`src/sv/lfc_pkg.sv`:
```
// Package with the shared types, constants and the CRC byte step of the frame checker.
`timescale 1ns / 1ps

package lfc_pkg;

    localparam logic [31:0] LOG_MAGIC       = 32'h5644_4231;
    localparam logic [31:0] CRC_POLY        = 32'hEDB8_8320;
    localparam logic [31:0] CRC_ONES        = 32'hFFFF_FFFF;
    localparam int          LEN_W           = 27;
    localparam int          FRAME_OFFSET_W  = 40;
    localparam logic [LEN_W-1:0] MAX_FRAME_RESET = 27'd67108864;
    localparam int          HEADER_BYTES    = 12;
    localparam int          OFFSET_WIDTH_DEF = 40;
    localparam int          CMDQ_DEPTH_DEF  = 4;

    typedef enum logic [1:0] {
        ST_FRAME_OK          = 2'd0,
        ST_BAD_HEADER        = 2'd1,
        ST_CHECKSUM_MISMATCH = 2'd2,
        ST_TORN_TAIL         = 2'd3
    } status_t;

    typedef enum logic [1:0] {
        PH_HEADER  = 2'd0,
        PH_PAYLOAD = 2'd1,
        PH_DROP    = 2'd2
    } phase_t;

    typedef enum logic [2:0] {
        K_SKIP        = 3'd0,
        K_EMIT        = 3'd1,
        K_CHECK_EMPTY = 3'd2,
        K_PAY         = 3'd3,
        K_PAY_END     = 3'd4
    } kind_t;

    // One classified byte passed from the parser to the checksum side.
    typedef struct packed {
        kind_t             kind;
        logic [7:0]        data_byte;
        logic              log_last;
        status_t           status;
        logic [LEN_W-1:0]  length;
        logic [31:0]       checksum;
    } cmd_t;

    typedef struct packed {
        status_t                    status;
        logic [LEN_W-1:0]           frame_length;
        logic [FRAME_OFFSET_W-1:0]  frame_offset;
        logic [31:0]                stored_checksum;
        logic                       log_done;
    } res_t;

    localparam int CMD_W = $bits(cmd_t);

    // Reflected CRC-32 update by one byte.
    function automatic logic [31:0] crc_byte(input logic [31:0] crc, input logic [7:0] b);
        logic [31:0] c;
        c = crc ^ {24'd0, b};
        for (int k = 0; k < 8; k++) begin
            c = c[0] ? ((c >> 1) ^ CRC_POLY) : (c >> 1);
        end
        return c;
    endfunction

    function automatic logic [31:0] set_byte(input logic [31:0] word, input logic [1:0] lane,
                                             input logic [7:0] b);
        logic [4:0] sh;
        sh = {lane, 3'b000};
        return (word & ~(32'h0000_00FF << sh)) | ({24'd0, b} << sh);
    endfunction

endpackage

```
`src/sv/lfc_front.sv`:
```
// Front end: assembles frame headers, tracks the log position and classifies each word.
`timescale 1ns / 1ps

module lfc_front #(
    parameter int OFFSET_WIDTH = lfc_pkg::OFFSET_WIDTH_DEF
) (
    input  logic                        clk,
    input  logic                        rst_n,
    input  logic                        accept,
    input  logic [7:0]                  data_byte,
    input  logic                        end_of_log,
    input  logic [lfc_pkg::LEN_W-1:0]   max_frame_bytes,
    output lfc_pkg::cmd_t               cmd,
    output logic [OFFSET_WIDTH-1:0]     cmd_offset
);
    import lfc_pkg::*;

    phase_t                  phase_reg, phase_next;
    logic [LEN_W-1:0]        count_reg, count_next;
    logic [31:0]             magic_reg, magic_next;
    logic [31:0]             length_reg, length_next;
    logic [31:0]             crc_word_reg, crc_word_next;
    logic [OFFSET_WIDTH-1:0] pos_reg, pos_next;
    logic [OFFSET_WIDTH-1:0] start_reg, start_next;

    logic [31:0]             magic_w, length_w, crc_w;
    logic [LEN_W:0]          count_inc;
    logic                    first_byte;

    always_ff @(posedge clk or negedge rst_n) begin
        if (!rst_n) begin
            phase_reg    <= PH_HEADER;
            count_reg    <= '0;
            magic_reg    <= '0;
            length_reg   <= '0;
            crc_word_reg <= '0;
            pos_reg      <= '0;
            start_reg    <= '0;
        end
        else begin
            phase_reg    <= phase_next;
            count_reg    <= count_next;
            magic_reg    <= magic_next;
            length_reg   <= length_next;
            crc_word_reg <= crc_word_next;
            pos_reg      <= pos_next;
            start_reg    <= start_next;
        end
    end

    always_comb
    begin
        phase_next    = phase_reg;
        count_next    = count_reg;
        magic_next    = magic_reg;
        length_next   = length_reg;
        crc_word_next = crc_word_reg;
        pos_next      = pos_reg;
        start_next    = start_reg;

        first_byte = (phase_reg == PH_HEADER) && (count_reg == '0);
        magic_w    = first_byte ? 32'd0 : magic_reg;
        length_w   = first_byte ? 32'd0 : length_reg;
        crc_w      = first_byte ? 32'd0 : crc_word_reg;
        count_inc  = {1'b0, count_reg} + 1'b1;

        cmd            = '0;
        cmd.kind       = K_SKIP;
        cmd.status     = ST_FRAME_OK;
        cmd.data_byte  = data_byte;
        cmd.log_last   = end_of_log;
        cmd_offset     = first_byte ? pos_reg : start_reg;

        case (count_reg[3:2])
            2'd0:    magic_w  = set_byte(magic_w, count_reg[1:0], data_byte);
            2'd1:    length_w = set_byte(length_w, count_reg[1:0], data_byte);
            default: crc_w    = set_byte(crc_w, count_reg[1:0], data_byte);
        endcase

        if (accept) begin
            pos_next = pos_reg + 1'b1;
            case (phase_reg)
                PH_HEADER:
                begin
                    magic_next    = magic_w;
                    length_next   = length_w;
                    crc_word_next = crc_w;
                    if (first_byte) begin
                        start_next = pos_reg;
                    end
                    if (count_reg == LEN_W'(HEADER_BYTES - 1)) begin
                        count_next   = '0;
                        cmd.checksum = crc_w;
                        if (magic_w != LOG_MAGIC || length_w > {5'd0, max_frame_bytes}) begin
                            cmd.kind   = K_EMIT;
                            cmd.status = ST_BAD_HEADER;
                            phase_next = PH_DROP;
                        end
                        else if (length_w == 32'd0) begin
                            cmd.kind = K_CHECK_EMPTY;
                        end
                        else begin
                            phase_next = PH_PAYLOAD;
                            cmd.length = length_w[LEN_W-1:0];
                            if (end_of_log) begin
                                cmd.kind   = K_EMIT;
                                cmd.status = ST_TORN_TAIL;
                            end
                        end
                    end
                    else begin
                        count_next = count_inc[LEN_W-1:0];
                        if (end_of_log) begin
                            cmd.kind   = K_EMIT;
                            cmd.status = ST_TORN_TAIL;
                        end
                    end
                end
                PH_PAYLOAD:
                begin
                    cmd.length   = length_reg[LEN_W-1:0];
                    cmd.checksum = crc_word_reg;
                    if ({{(31 - LEN_W){1'b0}}, count_inc} >= length_reg) begin
                        count_next = '0;
                        phase_next = PH_HEADER;
                        cmd.kind   = K_PAY_END;
                    end
                    else begin
                        count_next = count_inc[LEN_W-1:0];
                        if (end_of_log) begin
                            cmd.kind   = K_EMIT;
                            cmd.status = ST_TORN_TAIL;
                        end
                        else begin
                            cmd.kind = K_PAY;
                        end
                    end
                end
                default:
                begin
                    cmd.kind = K_SKIP;
                end
            endcase

            // The final byte of a log returns everything to the start of a new log.
            if (end_of_log) begin
                phase_next    = PH_HEADER;
                count_next    = '0;
                magic_next    = '0;
                length_next   = '0;
                crc_word_next = '0;
                pos_next      = '0;
                start_next    = '0;
            end
        end
    end

endmodule

```
`src/sv/lfc_cmd_queue.sv`:
```
// Short first-in first-out queue of classified words between the front and back ends.
`timescale 1ns / 1ps

module lfc_cmd_queue #(
    parameter int DATA_W = 8,
    parameter int DEPTH  = lfc_pkg::CMDQ_DEPTH_DEF
) (
    input  logic              clk,
    input  logic              rst_n,
    input  logic              wr_en,
    input  logic [DATA_W-1:0] wr_data,
    output logic              full,
    input  logic              rd_en,
    output logic              rd_valid,
    output logic [DATA_W-1:0] rd_data
);
    localparam int PTR_W = (DEPTH > 1) ? $clog2(DEPTH) : 1;
    localparam int CNT_W = $clog2(DEPTH + 1);

    logic [DATA_W-1:0] mem [DEPTH];
    logic [PTR_W-1:0]  wr_ptr_reg, rd_ptr_reg;
    logic [CNT_W-1:0]  count_reg;
    logic              do_wr, do_rd;

    assign full     = (count_reg == CNT_W'(DEPTH));
    assign rd_valid = (count_reg != '0);
    assign do_wr    = wr_en && !full;
    assign do_rd    = rd_en && rd_valid;
    assign rd_data  = mem[rd_ptr_reg];

    always_ff @(posedge clk) begin
        if (do_wr) begin
            mem[wr_ptr_reg] <= wr_data;
        end
    end

    always_ff @(posedge clk or negedge rst_n) begin
        if (!rst_n) begin
            wr_ptr_reg <= '0;
            rd_ptr_reg <= '0;
            count_reg  <= '0;
        end
        else begin
            if (do_wr) begin
                wr_ptr_reg <= (wr_ptr_reg == PTR_W'(DEPTH - 1)) ? '0 : wr_ptr_reg + 1'b1;
            end
            if (do_rd) begin
                rd_ptr_reg <= (rd_ptr_reg == PTR_W'(DEPTH - 1)) ? '0 : rd_ptr_reg + 1'b1;
            end
            if (do_wr && !do_rd) begin
                count_reg <= count_reg + 1'b1;
            end
            else if (do_rd && !do_wr) begin
                count_reg <= count_reg - 1'b1;
            end
        end
    end

endmodule

```
`src/sv/lfc_back.sv`:
```
// Back end: runs the payload CRC-32, checks frames and holds the result word for the consumer.
`timescale 1ns / 1ps

module lfc_back #(
    parameter int OFFSET_WIDTH = lfc_pkg::OFFSET_WIDTH_DEF
) (
    input  logic                    clk,
    input  logic                    rst_n,
    input  logic                    cmd_valid,
    input  lfc_pkg::cmd_t           cmd,
    input  logic [OFFSET_WIDTH-1:0] cmd_offset,
    output logic                    cmd_pop,
    input  logic                    res_pop,
    output logic                    res_valid,
    output lfc_pkg::res_t           res
);
    import lfc_pkg::*;

    logic [31:0] crc_reg, crc_next;
    logic        drop_reg, drop_next;
    logic        res_valid_reg;
    res_t        res_reg;

    logic [31:0] crc_upd;
    logic        produce, slot_free, mismatch;
    logic [63:0] offset_wide;
    res_t        res_new;

    assign crc_upd     = crc_byte(crc_reg, cmd.data_byte);
    assign slot_free   = !res_valid_reg || res_pop;
    assign offset_wide = 64'(cmd_offset);

    always_comb
    begin
        produce  = 1'b0;
        mismatch = 1'b0;
        res_new                 = '0;
        res_new.status          = cmd.status;
        res_new.frame_length    = cmd.length;
        res_new.frame_offset    = offset_wide[FRAME_OFFSET_W-1:0];
        res_new.stored_checksum = cmd.checksum;
        res_new.log_done        = cmd.log_last;
        crc_next  = crc_reg;
        drop_next = drop_reg;

        case (cmd.kind)
            K_EMIT:
            begin
                produce  = 1'b1;
                crc_next = CRC_ONES;
            end
            K_CHECK_EMPTY:
            begin
                produce        = 1'b1;
                mismatch       = ((crc_reg ^ CRC_ONES) != cmd.checksum);
                res_new.status = mismatch ? ST_CHECKSUM_MISMATCH : ST_FRAME_OK;
                crc_next       = CRC_ONES;
            end
            K_PAY:
            begin
                crc_next = crc_upd;
            end
            K_PAY_END:
            begin
                produce        = 1'b1;
                mismatch       = ((crc_upd ^ CRC_ONES) != cmd.checksum);
                res_new.status = mismatch ? ST_CHECKSUM_MISMATCH : ST_FRAME_OK;
                crc_next       = CRC_ONES;
            end
            default:
            begin
                produce = 1'b0;
            end
        endcase

        // After a checksum mismatch the rest of the log is ignored.
        if (drop_reg) begin
            produce  = 1'b0;
            mismatch = 1'b0;
            crc_next = crc_reg;
        end
        if (mismatch) begin
            drop_next = 1'b1;
        end
        if (cmd.log_last) begin
            crc_next  = CRC_ONES;
            drop_next = 1'b0;
        end

        cmd_pop = cmd_valid && (!produce || slot_free);
    end

    always_ff @(posedge clk or negedge rst_n) begin
        if (!rst_n) begin
            crc_reg       <= CRC_ONES;
            drop_reg      <= 1'b0;
            res_valid_reg <= 1'b0;
        end
        else begin
            if (cmd_pop) begin
                crc_reg  <= crc_next;
                drop_reg <= drop_next;
            end
            if (cmd_pop && produce) begin
                res_valid_reg <= 1'b1;
            end
            else if (res_pop) begin
                res_valid_reg <= 1'b0;
            end
        end
    end

    always_ff @(posedge clk) begin
        if (cmd_pop && produce) begin
            res_reg <= res_new;
        end
    end

    assign res_valid = res_valid_reg;
    assign res       = res_reg;

endmodule

```
`src/sv/log_frame_checker_core.sv`:
```
// Top level of the log frame checker: configuration register and the front, queue and back ends.
//
//  Channel   | Handshake           | Words
//  ----------+---------------------+-------------------------------------------------------
//  input     | push / full         | data_byte, end_of_log
//  result    | empty / pop         | status, frame_length, frame_offset, stored_checksum,
//            |                     | log_done
//  config    | psel/penable/pwrite | max_frame_bytes at byte address 0
//
// One input word is taken every cycle while full is low; the byte-wide CRC-32 step in the back end sets that rate.
// A result is registered in the back end after the word that causes it has passed through the command queue.
// Reset is asynchronous and active low; there is no clearing pass after it.
// When the result register is held, the back end stops at the next command that makes a result and
// the command queue fills; full rises once it holds QUEUE_DEPTH words.
`timescale 1ns / 1ps

module log_frame_checker_core #(
    parameter int OFFSET_WIDTH = lfc_pkg::OFFSET_WIDTH_DEF,
    parameter int QUEUE_DEPTH  = lfc_pkg::CMDQ_DEPTH_DEF
) (
    input  logic                                 clk,
    input  logic                                 rst_n,
    input  logic                                 push,
    output logic                                 full,
    input  logic [7:0]                           data_byte,
    input  logic                                 end_of_log,
    output logic                                 empty,
    input  logic                                 pop,
    output logic [1:0]                           status,
    output logic [lfc_pkg::LEN_W-1:0]            frame_length,
    output logic [lfc_pkg::FRAME_OFFSET_W-1:0]   frame_offset,
    output logic [31:0]                          stored_checksum,
    output logic                                 log_done,
    input  logic                                 psel,
    input  logic                                 penable,
    input  logic                                 pwrite,
    input  logic [2:0]                           paddr,
    input  logic [31:0]                          pwdata,
    output logic [31:0]                          prdata,
    output logic                                 pready
);
    import lfc_pkg::*;

    localparam int Q_W = CMD_W + OFFSET_WIDTH;

    logic [LEN_W-1:0]        max_frame_reg;
    logic                    accept;
    cmd_t                    front_cmd, back_cmd;
    logic [OFFSET_WIDTH-1:0] front_offset, back_offset;
    logic [Q_W-1:0]          q_rd_data;
    logic                    q_valid, q_pop;
    logic                    res_valid;
    res_t                    res;

    assign pready = 1'b1;
    assign prdata = (paddr[2] == 1'b0) ? {{(32 - LEN_W){1'b0}}, max_frame_reg} : 32'd0;

    always_ff @(posedge clk or negedge rst_n) begin
        if (!rst_n) begin
            max_frame_reg <= MAX_FRAME_RESET;
        end
        else if (psel && penable && pwrite && pready && (paddr[2] == 1'b0)) begin
            max_frame_reg <= pwdata[LEN_W-1:0];
        end
    end

    assign accept = push && !full;

    lfc_front #(
        .OFFSET_WIDTH (OFFSET_WIDTH)
    ) u_front (
        .clk             (clk),
        .rst_n           (rst_n),
        .accept          (accept),
        .data_byte       (data_byte),
        .end_of_log      (end_of_log),
        .max_frame_bytes (max_frame_reg),
        .cmd             (front_cmd),
        .cmd_offset      (front_offset)
    );

    lfc_cmd_queue #(
        .DATA_W (Q_W),
        .DEPTH  (QUEUE_DEPTH)
    ) u_queue (
        .clk      (clk),
        .rst_n    (rst_n),
        .wr_en    (push),
        .wr_data  ({front_cmd, front_offset}),
        .full     (full),
        .rd_en    (q_pop),
        .rd_valid (q_valid),
        .rd_data  (q_rd_data)
    );

    assign back_cmd    = cmd_t'(q_rd_data[OFFSET_WIDTH +: CMD_W]);
    assign back_offset = q_rd_data[OFFSET_WIDTH-1:0];

    lfc_back #(
        .OFFSET_WIDTH (OFFSET_WIDTH)
    ) u_back (
        .clk        (clk),
        .rst_n      (rst_n),
        .cmd_valid  (q_valid),
        .cmd        (back_cmd),
        .cmd_offset (back_offset),
        .cmd_pop    (q_pop),
        .res_pop    (pop),
        .res_valid  (res_valid),
        .res        (res)
    );

    assign empty           = !res_valid;
    assign status          = res.status;
    assign frame_length    = res.frame_length;
    assign frame_offset    = res.frame_offset;
    assign stored_checksum = res.stored_checksum;
    assign log_done        = res.log_done;

endmodule

```
`config.mk`:
```
export PLATFORM = sky130hd
export DESIGN_NAME = log_frame_checker_core
export DESIGN_NICKNAME = d
export VERILOG_FILES = /design/src/sv/lfc_pkg.sv /design/src/sv/lfc_front.sv /design/src/sv/lfc_cmd_queue.sv /design/src/sv/lfc_back.sv /design/src/sv/log_frame_checker_core.sv
export SDC_FILE = /design/constraint.sdc
export NUM_CORES = 1
export LEC_CHECK = 0
export BUFFER_PORTS_ARGS = -buffer_cell sky130_fd_sc_hd__clkbuf_2
export CAP_MARGIN = 10
export CORE_ASPECT_RATIO = 1.25
export CORE_MARGIN = 2
export CORE_UTILIZATION = 31
export CTS_BUF_LIST = sky130_fd_sc_hd__clkbuf_2
export DETAILED_ROUTE_END_ITERATION = 12
export GPL_TIMING_DRIVEN = 0
export PLACE_DENSITY = 0.44
export SETUP_SLACK_MARGIN = 0.1
export SYNTH_ARGS = -nofsm -noshare
export SYNTH_HDL_FRONTEND = slang
export SYNTH_SLANG_ARGS = --single-unit
```
`constraint.sdc`:
```
create_clock -name clk -period 9.3 [get_ports clk]
set_input_delay 1.86 -clock clk [delete_from_list [all_inputs] [get_ports clk]]
set_output_delay 1.86 -clock clk [all_outputs]
set_load 0.005 [all_outputs]
```
# Word-level counts from Yosys, hierarchy flattened

Memory sizes are Yosys's and may differ from the RTL's.
Cells that the tools add are included.

Flip-flop bits (word level): 375
RAM bits: 452
Input bits: 51
Logic and storage cells: 174
Memories: 1

Add/sub/neg operators: 6
Order comparisons: 2
Eq/ne operators: 17
Shift-type cells: 2
Mux-type cells: 72
Bitwise gates (word level): 19
Reductions and logical operators: 36

Memory list:

| name        | depth | bits a word | read ports | clocked after memory_dff | write ports | line                | RTL |
|---|---|---|---|---|---|---|---|
| u_queue.mem | 4     | 113         | 1          | 0                        | 1           | lfc_cmd_queue.sv:20 | `logic [DATA_W-1:0] mem [DEPTH];` |

Operators with widths:

| cell                    | number |
|---|---|
| $mux W32                | 22 |
| $mux W40                | 4 |
| $mux W27                | 5 |
| $pmux W61 S2            | 1 |
| $not A13 Y14            | 8 |
| $and A32 B32 Y32        | 3 |
| $not A32 Y32            | 3 |
| $or A32 B32 Y32         | 3 |
| $ne A32 B32 Y1          | 2 |
| $pmux W32 S2            | 1 |
| $mux W61                | 1 |
| $mux W59                | 1 |
| $pmux W27 S2            | 1 |
| $add A40 B1 Y40 const B | 1 |
| $ge A28 B32 Y1          | 1 |
| $gt A32 B27 Y1          | 1 |
| $logic_not A32 Y1       | 1 |
| $ne A32 B31 Y1 const B  | 1 |
| $shl A8 B5 Y32          | 1 |
| $shl A8 B5 Y32 const A  | 1 |
| $xor A32 B8 Y32         | 1 |
| $mux W29                | 1 |
| $add A27 B1 Y28 const B | 1 |
| $mux W2                 | 14 |
| other kinds (31)        | 75 |

# Logic depth before layout (Yosys ltp)

Gate-level depths: netlist (run 1).
An unclocked memory read counts as a cell.

Depth after elaboration: 24
Mapped depth: 22

# By module

A second synthesis (run 1) with hierarchy kept.

Cells, all modules: 2679
Area total of the unflattened synthesis: 37098.1 µm²

By module, submodules not included:

| module                 | times used | cells each | area an instance (µm²) | sequential area each (µm²) |
|---|---|---|---|---|
| lfc_cmd_queue          | 1          | 628        | 16722.3                | 13748.2 |
| lfc_front              | 1          | 1541       | 12709.7                | 5129.9 |
| lfc_back               | 1          | 414        | 6318.6                 | 3953.8 |
| log_frame_checker_core | 1          | 96         | 1347.5                 | 676.9 |

# Worst setup path before layout (run 1)

Ideal clock, no wire load.

Path kind: input-to-reg
Start: input port pop
End: register u_back.res_reg (netlist bit u_back.res[0]), enable pin
Setup time: 0.564 ns
Arrival: 6.363 ns
Required time: 8.736 ns
Setup slack: 2.373 ns
Stages: 3
Cells stage by stage: nand2b_1 -> o32ai_2 -> nor2_1

Cells in the longest elaborated chain, start to end: 4

RTL lines:

| item                 | line                         | RTL |
|---|---|---|
| start, declared      | log_frame_checker_core.sv:28 | `input logic pop,` |
| $logic_or A1 B1 Y1   | lfc_back.sv:30               | `assign slot_free = !res_valid_reg \|\| res_pop;` |
| $logic_or A1 B1 Y1   | lfc_back.sv:90               | `cmd_pop = cmd_valid && (!produce \|\| slot_free);` |
| $logic_and A1 B1 Y1  | lfc_back.sv:90               |  |
| $logic_and A1 B1 Y1  | lfc_back.sv:114              | `if (cmd_pop && produce) begin` |
| end signal, assigned | lfc_back.sv:115              | `res_reg <= res_new;` |
| end, declared        | lfc_back.sv:22               | `res_t res_reg;` |

No other way between the ends.
A chain may end at the register's enable or synchronous reset.

==> results by group, run 1 <==
CTS
  – Post-CTS setup buffer count: 0
  – TritonCTS Buffers: 212
  – Root Driver: clkbuf_2
  – Post-cts hold buffer count: 0
  – PostCTS Resize Cnt: 0
  – Clock Path Buffers: 3
  – CTS tree: yes
  – Clock Sinks: between 800 and 900
  – Worst skew pair latency: roughly 1.6 ns
  – CTS H-tree depth: 4
  – Clock transition at path regs: ~0.1 ns

Global routing
  – Antenna violations before repair: 10
  – Met3 GRT Util: a little over 4%
  – First-pass GRT wire length: 163400 µm
  – Met1 Usage GRT: between 20% and 30%
  – GRT Overall Usage: approximately 18%
  – M2 GR Usage: 29.88%
  – Busiest grt layer: met2
  – Largest net degree at the start of global routing: 78
  – GRT overflow: 0
  – Vias in the first global route: approximately 26000

Final layout
  – Fin cells: between 4000 and 5000
  – P&R area growth vs syn: 14.21%
  – Fillers: between 10000 and 15000
  – Final nets: approximately 3300
  – Share of post-route cells with drive strength above 1: between 20% and 30%
  – Largest register FFs: roughly 450

Pwr
  – Leakage: 16.22 nW
  – Total power: approximately 15 mW
  – Worst vdd ir: about 0.24 mV
  – Pwr dens: 351.3 nW/µm²

Worst setup path
  – Worst Setup SP: u_front.count_reg[1]
  – Worst Setup End Kind: register
  – CP Launch Type: register
  – Critical Path End: u_queue.mem[3][81]
  – Critical R2R Capture: u_queue.mem[3][81]
  – Cell breakdown of the critical path: clkbuf_1 -> inv_1 -> ha_1 -> or3b_2 -> nor3_4 -> a32oi_1 -> a32oi_1 -> inv_1 -> ha_1 -> nor2b_1 -> o21a_1 -> o21ai_0 -> a21oi_1 -> o31a_1 -> o21a_1 -> o31ai_1 -> nand3_2 -> buf_2 -> a2bb2oi_1 -> nor2_1
  – CP max stage delay: roughly 0.91 ns
  – Critical-path top delay cell: o31ai_1
  – Buf/Inv on CP: 4
  – Critical path class: register to register
  – Reg2Reg Setup Slack: approximately 2.3 ns
  – CP Depth: 20
  – Data arrival, critical path: ~8.3 ns
  – CP delay by family, top: compound AO/OA/AOI/OAI gates
  – Worst Path Required: roughly 11 ns
  – Crit path max fanout: 10
  – Launch point of the worst reg-to-reg path: u_front.count_reg[1]
  – R2R depth: 20

Logic synthesis
  – Most frequent cells after synthesis: 554 x edfxtp_1, 350 x nand2_1, 240 x dfrtp_1
  – Post-Syn Area: 37090 µm²
  – Fraction of registers with async set/reset: roughly 33%
  – Cell taking the most area after synthesis: edfxtp_1
  – Main synth FF type: edfxtp_1
  – Largest family of logic cells by synthesized area: simple AND/OR/NAND/NOR gates
  – Sequential area share after synthesis: 63.38%
  – Synth warnings: 0
  – Cell variety after synth: 82
  – Post-Synth Adder-Cell Area: roughly 2.3%
  – Top cells by area, synth: edfxtp_1 45%, dfrtp_1 16%, mux4_2 6.9%, nand2_1 3.5%, dfstp_2 2.3%
  – Share of the synthesized area in the top cell type: approximately 45%
  – Synth Area in XOR/XNOR: roughly 5.3%
  – Top-count cell post-synth: edfxtp_1
  – FF+latch count, synth: around 830
  – Multiplexer area fraction after synthesis: a little under 8%
  – Synth Area in Compound Gates: around 8.3%
  – Cells after synthesis: between 2000 and 3000
  – Synthesized area per cell: about 13 µm²
  – Post-Synth Simple-Gate Area: around a tenth
  – Post-synth EDFFs: roughly 550

Floorplanning
  – # IOs: about 190
  – FP Rows: between 100 and 150
  – Initial Util: a little under a third
  – Core area: 118400 µm²
  – Die W: roughly 310 µm
  – Die height: between 300 and 400 µm
  – Die Area: between 100000 and 150000 µm²

Routing
  – Detail Route Antenna Nets: 0
  – DRT iter0 DRCs: 1833
  – DR WL/cell: around 22 µm
  – Residual DRC: 0
  – Vias: roughly 25000
  – Vias per inst: ~5.0
  – Total Wirelength: roughly 110000 µm
  – DRT Pass-1 Iters: 5

STA
  – Final TNS setup: 0 ns
  – Pins over their slew limit: 0
  – Fin. Hold Viols: 0
  – Tightest Pin Transition: 1.155 ns
  – Final Skew: approximately 0.1 ns
  – Post-route minimum period: between 7 and 8 ns
  – RSZ-0062 raised after global routing: false
  – Max transition margin: ~22%
  – Final setup vio count: 0
  – Final period utilization: between 70% and 80%
  – FMAX: ~0.14 GHz
  – Min Hold Slack: about 0.28 ns

Placement
  – Placer Congestion: about 0.9
  – HPWL after DPL: between 70000 and 80000 µm
  – I/O Buffers: ~170
  – Total placed cells including tap cells: between 4000 and 5000

Flow run
  – Max-cap violation count: 0

Min path
  – Hold crit path type: input port to asynchronous set/reset pin

Status
  – Outcome: finished, final reports clean
==> how the worst min path moves through the flow <==
stage	to	slack (ns)	from	depth (start not counted)
final	u_front.pos_reg[30]	0.28	rst_n	1
after global routing	u_front.start_reg[14]	0.06	rst_n	1
after CTS	u_front.start_reg[14]	0.003	rst_n	1
after detailed placement	u_front.magic_reg[1]	0.47	u_front.magic_reg[1]	2
after global placement	u_front.magic_reg[1]	0.46	u_front.magic_reg[1]	2
after floorplan	u_front.magic_reg[20]	0.44	u_front.magic_reg[20]	2
==> cells in the final DEF, fill, tap and decap left out, types with 30 or more instances in the layout <==
cell	netlist	layout
a21oi_1	40	40
a22o_1	47	47
a2bb2oi_1	50	50
clkbuf_1	104	104
clkbuf_2	0	489
clkinv_1	1	41
dfrtp_1	240	240
dfstp_2	33	33
edfxtp_1	554	554
ha_1	66	66
inv_1	104	104
mux4_2	114	114
nand2_1	350	350
nand3_1	49	49
nand4_1	32	32
nor2_1	213	212
o21ai_0	141	141
o22ai_1	30	30
xnor2_1	89	89
xor2_1	75	75
==> final cells by class <==
type                    count  area (µm²)  area share [%]
well taps                1573        1968           4.646
clock buffers             317        1587           3.745
diodes                     11       27.53         0.06498
inverters                 105       394.1          0.9303
plain buffers             143       605.6           1.429
multi-input cells        1683       12620           29.78
clock inverters            64       401.6          0.9480
repair buffers            190        1255           2.962
flip-flops and latches    827       23510           55.49
==> logic make-up after synthesis <==
family	Yosys count
xor+xnor	189
mux	146
flops	827
compound gates	450
simple gates	825
buf+inv	248
fa+ha+maj	67
other cells	2
==> worst register-to-register path: cells and delay by family (launching register included) <==
| kind | cells | cell delay (ns) |
|---|---|---|
| DFF | 1 | 0.49 |
| buffers and inverters | 4 | 0.92 |
| adders and majority gates | 2 | 0.68 |
| AOI/OAI and AO/OA | 9 | 2.70 |
| and+or+nand+nor | 5 | 1.97 |
==> where the power goes <==
group          leakage [nW]  internal, mW  switching [mW]
logic                  6.11          2.69            4.21
clock network          1.50          1.01            1.55
registers              8.61          5.07           0.349
==> routing by layer <==
layer	share of wire (%)	vias to the layer above
li1	-	11160
met4	3.5	4
met3	5.8	232
met2	49	803
met5	0.021	-
met1	42	12470
==> per-stage QoR <==
step / setup slack (ns) / utilization [%] / area, µm²
finish: 2.267 / 35.79 / 42360
global route: 1.843 / 35.78 / 42360
CTS: 2.295 / 35.76 / 42330
detailed placement: 2.197 / 34.08 / 40340
global placement: -1.123 / 33.74 / 39940
floorplan: 2.373 / - / 37110
Power figures use the tool's default switching activity.
==> run 2: changes to the inputs <==
--- a/config.mk
+++ b/config.mk
@@ -5,6 +5,7 @@
 export SDC_FILE = /design/constraint.sdc
 export NUM_CORES = 1
 export LEC_CHECK = 0
+export ABC_AREA = 1
 export BUFFER_PORTS_ARGS = -buffer_cell sky130_fd_sc_hd__clkbuf_2
 export CAP_MARGIN = 10
 export CORE_ASPECT_RATIO = 1.25
==> constraint.sdc (replaced) <==
create_clock -name clk -period 6.8 [get_ports clk]
set_input_delay 1.36 -clock clk [delete_from_list [all_inputs] [get_ports clk]]
set_output_delay 1.36 -clock clk [all_outputs]
set_load 0.005 [all_outputs]
==> results by group, run 2 <==
Pwr
  – Pwr dens: about 440 nW/µm²
  – Seq pwr share: a little over a third
  – NetSw: 9.032 mW
  – Leakage: 19.01 nW
  – Switching Share: between 40% and 50%
  – Worst vdd ir: approximately 0.20 mV
  – Clk pwr share: approximately 19%
  – Total power: roughly 20 mW
  – Cell-internal power: ~11 mW
  – Combinational fraction of design power: between 40% and 50%

Logic synthesis
  – Most frequent cells after synthesis: 757 x nand2_1, 554 x edfxtp_1, 490 x inv_1
  – Sequential area share after synthesis: about three fifths
  – FF+latch count, synth: just over 800
  – Top cells by area, synth: edfxtp_1 43%, dfrtp_1 15%, nand2_1 7.3%, inv_1 4.7%, nor2_1 4.4%
  – Synth warnings: 0
  – Cell taking the most area after synthesis: edfxtp_1
  – Main synth FF type: edfxtp_1
  – Fraction of registers with async set/reset: 33.01%
  – Synthesized area per cell: between 9 and 10 µm²
  – Post-synth EDFFs: 554
  – Post-Syn Area: slightly below 40000 µm²
  – Cell variety after synth: 60
  – Share of the synthesized area in the top cell type: about 43%
  – Top-count cell post-synth: nand2_1
  – Cells after synthesis: 3986

Floorplanning
  – Die Area: ~130000 µm²
  – Die W: ~320 µm
  – Core area: about 120000 µm²
  – Die height: between 300 and 400 µm
  – # IOs: 188
  – FP Rows: around 150
  – Initial Util: between 30% and 40%

Placement
  – Setup WS pre-CTS: about 0.7 ns
  – I/O Buffers: 173
  – HPWL after DPL: 92460 µm
  – Total placed cells including tap cells: a little under 6000
  – Placer Congestion: a little over 0.9

STA
  – Fin. Hold Viols: 0
  – Min Hold Slack: approximately 0.28 ns
  – Final Skew: ~0.2 ns
  – Pins over their slew limit: 0
  – FMAX: 0.1621 GHz
  – PnR worst setup slack: 0.6324 ns
  – Post-route minimum period: around 6 ns
  – Tightest Pin Transition: 1.340 ns
  – RSZ-0062 raised after global routing: false
  – Final setup vio count: 0
  – Max transition margin: around a tenth
  – Final period utilization: 90.70%

CTS
  – CTS tree: yes
  – Post-CTS setup buffer count: 0
  – Post-cts hold buffer count: 43
  – PostCTS Resize Cnt: 0
  – TritonCTS Buffers: ~210
  – Clock transition at path regs: approximately 0.12 ns
  – Root Driver: clkbuf_2
  – Worst skew pair latency: 1.66 ns
  – CTS H-tree depth: 4
  – Clock Sinks: ~830
  – Clock Path Buffers: 3

Flow run
  – Max-cap violation count: 0

Min path
  – Hold crit path type: input port to asynchronous set/reset pin

Worst setup path
  – CP Launch Type: register
  – Crit-path most repeated cell: nand2_1
  – Worst Setup End Kind: register
  – Crit path max fanout: 11
  – Launch point of the worst reg-to-reg path: u_front.count_reg[0]
  – Worst Path Required: around 8.1 ns
  – Worst Setup SP: u_front.count_reg[0]
  – CP delay by family, top: simple AND/OR/NAND/NOR gates
  – CP max stage delay: 0.49 ns
  – Data arrival, critical path: 7.43 ns
  – Critical path class: register to register
  – Critical-path top delay cell: dfrtp_1
  – Buf/Inv on CP: 7

Final layout
  – Share of post-route cells with drive strength above 1: 14.70%
  – Largest register FFs: between 400 and 500
  – Final core utilization: 35.91%
  – Final nets: roughly 4600
  – Fin cells: roughly 6200
  – P&R area growth vs syn: 15.42%
  – Commonest non-fill, non-tap cell in the layout: nand2_1
  – Most frequent cells in the layout: 757 x nand2_1, 554 x edfxtp_1, 501 x clkbuf_2, 490 x inv_1, 446 x nor2_1

Global routing
  – GRT Overall Usage: between 20 and 25%
  – Antenna violations before repair: 2
  – Largest net degree at the start of global routing: 94
  – First-pass GRT wire length: ~190000 µm
  – GRT overflow: 0
  – Vias in the first global route: just over 30000

Routing
  – Residual DRC: 0
  – Detail Route Antenna Nets: 0
  – Vias per inst: 4.864
  – DRT Pass-1 Iters: 6
  – Vias: around 30000
  – Total Wirelength: about 130000 µm
  – DRT iter0 DRCs: about 2100
  – DR WL/cell: between 20 and 25 µm

Status
  – Outcome: finished, final reports clean
[run 2: kinds of logic after synthesis]
group,count (synthesis),synth area share [%]
fa+ha+maj,67,2.181
other cells,2,0.01936
flops,827,60.62
xor+xnor,52,1.245
compound gates,754,11.68
simple gates,1593,17.33
buf+inv,691,6.933
[run 2: worst paths after layout]
kind	end	slack, ns	depth (start not counted)
hold / removal	u_back.crc_reg[11]	0.28	2
max in group asynchronous	u_front.pos_reg[34]	5.42	4
hold reg to reg	u_back.crc_reg[20]	0.51	2
setup / recovery	u_queue.mem[1][75]	0.63	30
setup reg to reg	u_queue.mem[1][75]	0.63	30
min in group clk	u_front.pos_reg[2]	0.43	4
[run 2: area by class of cell]
class / instances / area (µm²)
fillers: 12960 / 79880
flip-flops and latches: 827 / 23510
multi-input cells: 2472 / 12640
well taps: 1617 / 2023
inverters: 500 / 1878
repair buffers: 244 / 1871
clock buffers: 329 / 1647
plain buffers: 191 / 810.8
clock inverters: 62 / 377.9
diodes: 4 / 10.01
[run 2: power by group through the flow]
stage               sequential, mW  clock, mW  combinational (mW)
finish                        7.15       3.61                8.79
global route                  7.25       4.03                9.72
CTS                           7.16       3.78                8.92
detailed placement            7.27          0                8.86
global placement              7.44          0                8.37
floorplan                     7.37          0                5.01
[run 2: worst register-to-register path: cells and delay by family (launching register included)]
kind / cells / cell delay (ns)
buffers and inverters: 7 / 1.54
flip-flops: 1 / 0.49
adder cells (fa/ha/maj): 2 / 0.67
AND/OR/NAND/NOR: 17 / 1.87
AO/OA/AOI/OAI: 4 / 1.23
[run 2: per-layer routing]
layer | wire length, µm | up-vias | GRT usage (%) | share of wire [%]
li1 | - | 14740 | - | -
met1 | 55520 | 14710 | 24.89 | 43
met2 | 62690 | 708 | 34.14 | 49
met3 | 5435 | 218 | 4.049 | 4.2
met4 | 4791 | 0 | 8.073 | 3.7
met5 | 0 | - | 0 | 0
[run 2: metrics by stage]
stage / cell area, µm² / TNS [ns]
4_1_cts: 44750 / 0
3_3_place_gp: 41690 / -3800.18
5_1_grt: 44760 / 0
2_1_floorplan: 38800 / -261.80
3_5_place_dp: 42300 / 0
6_report: 44760 / 0
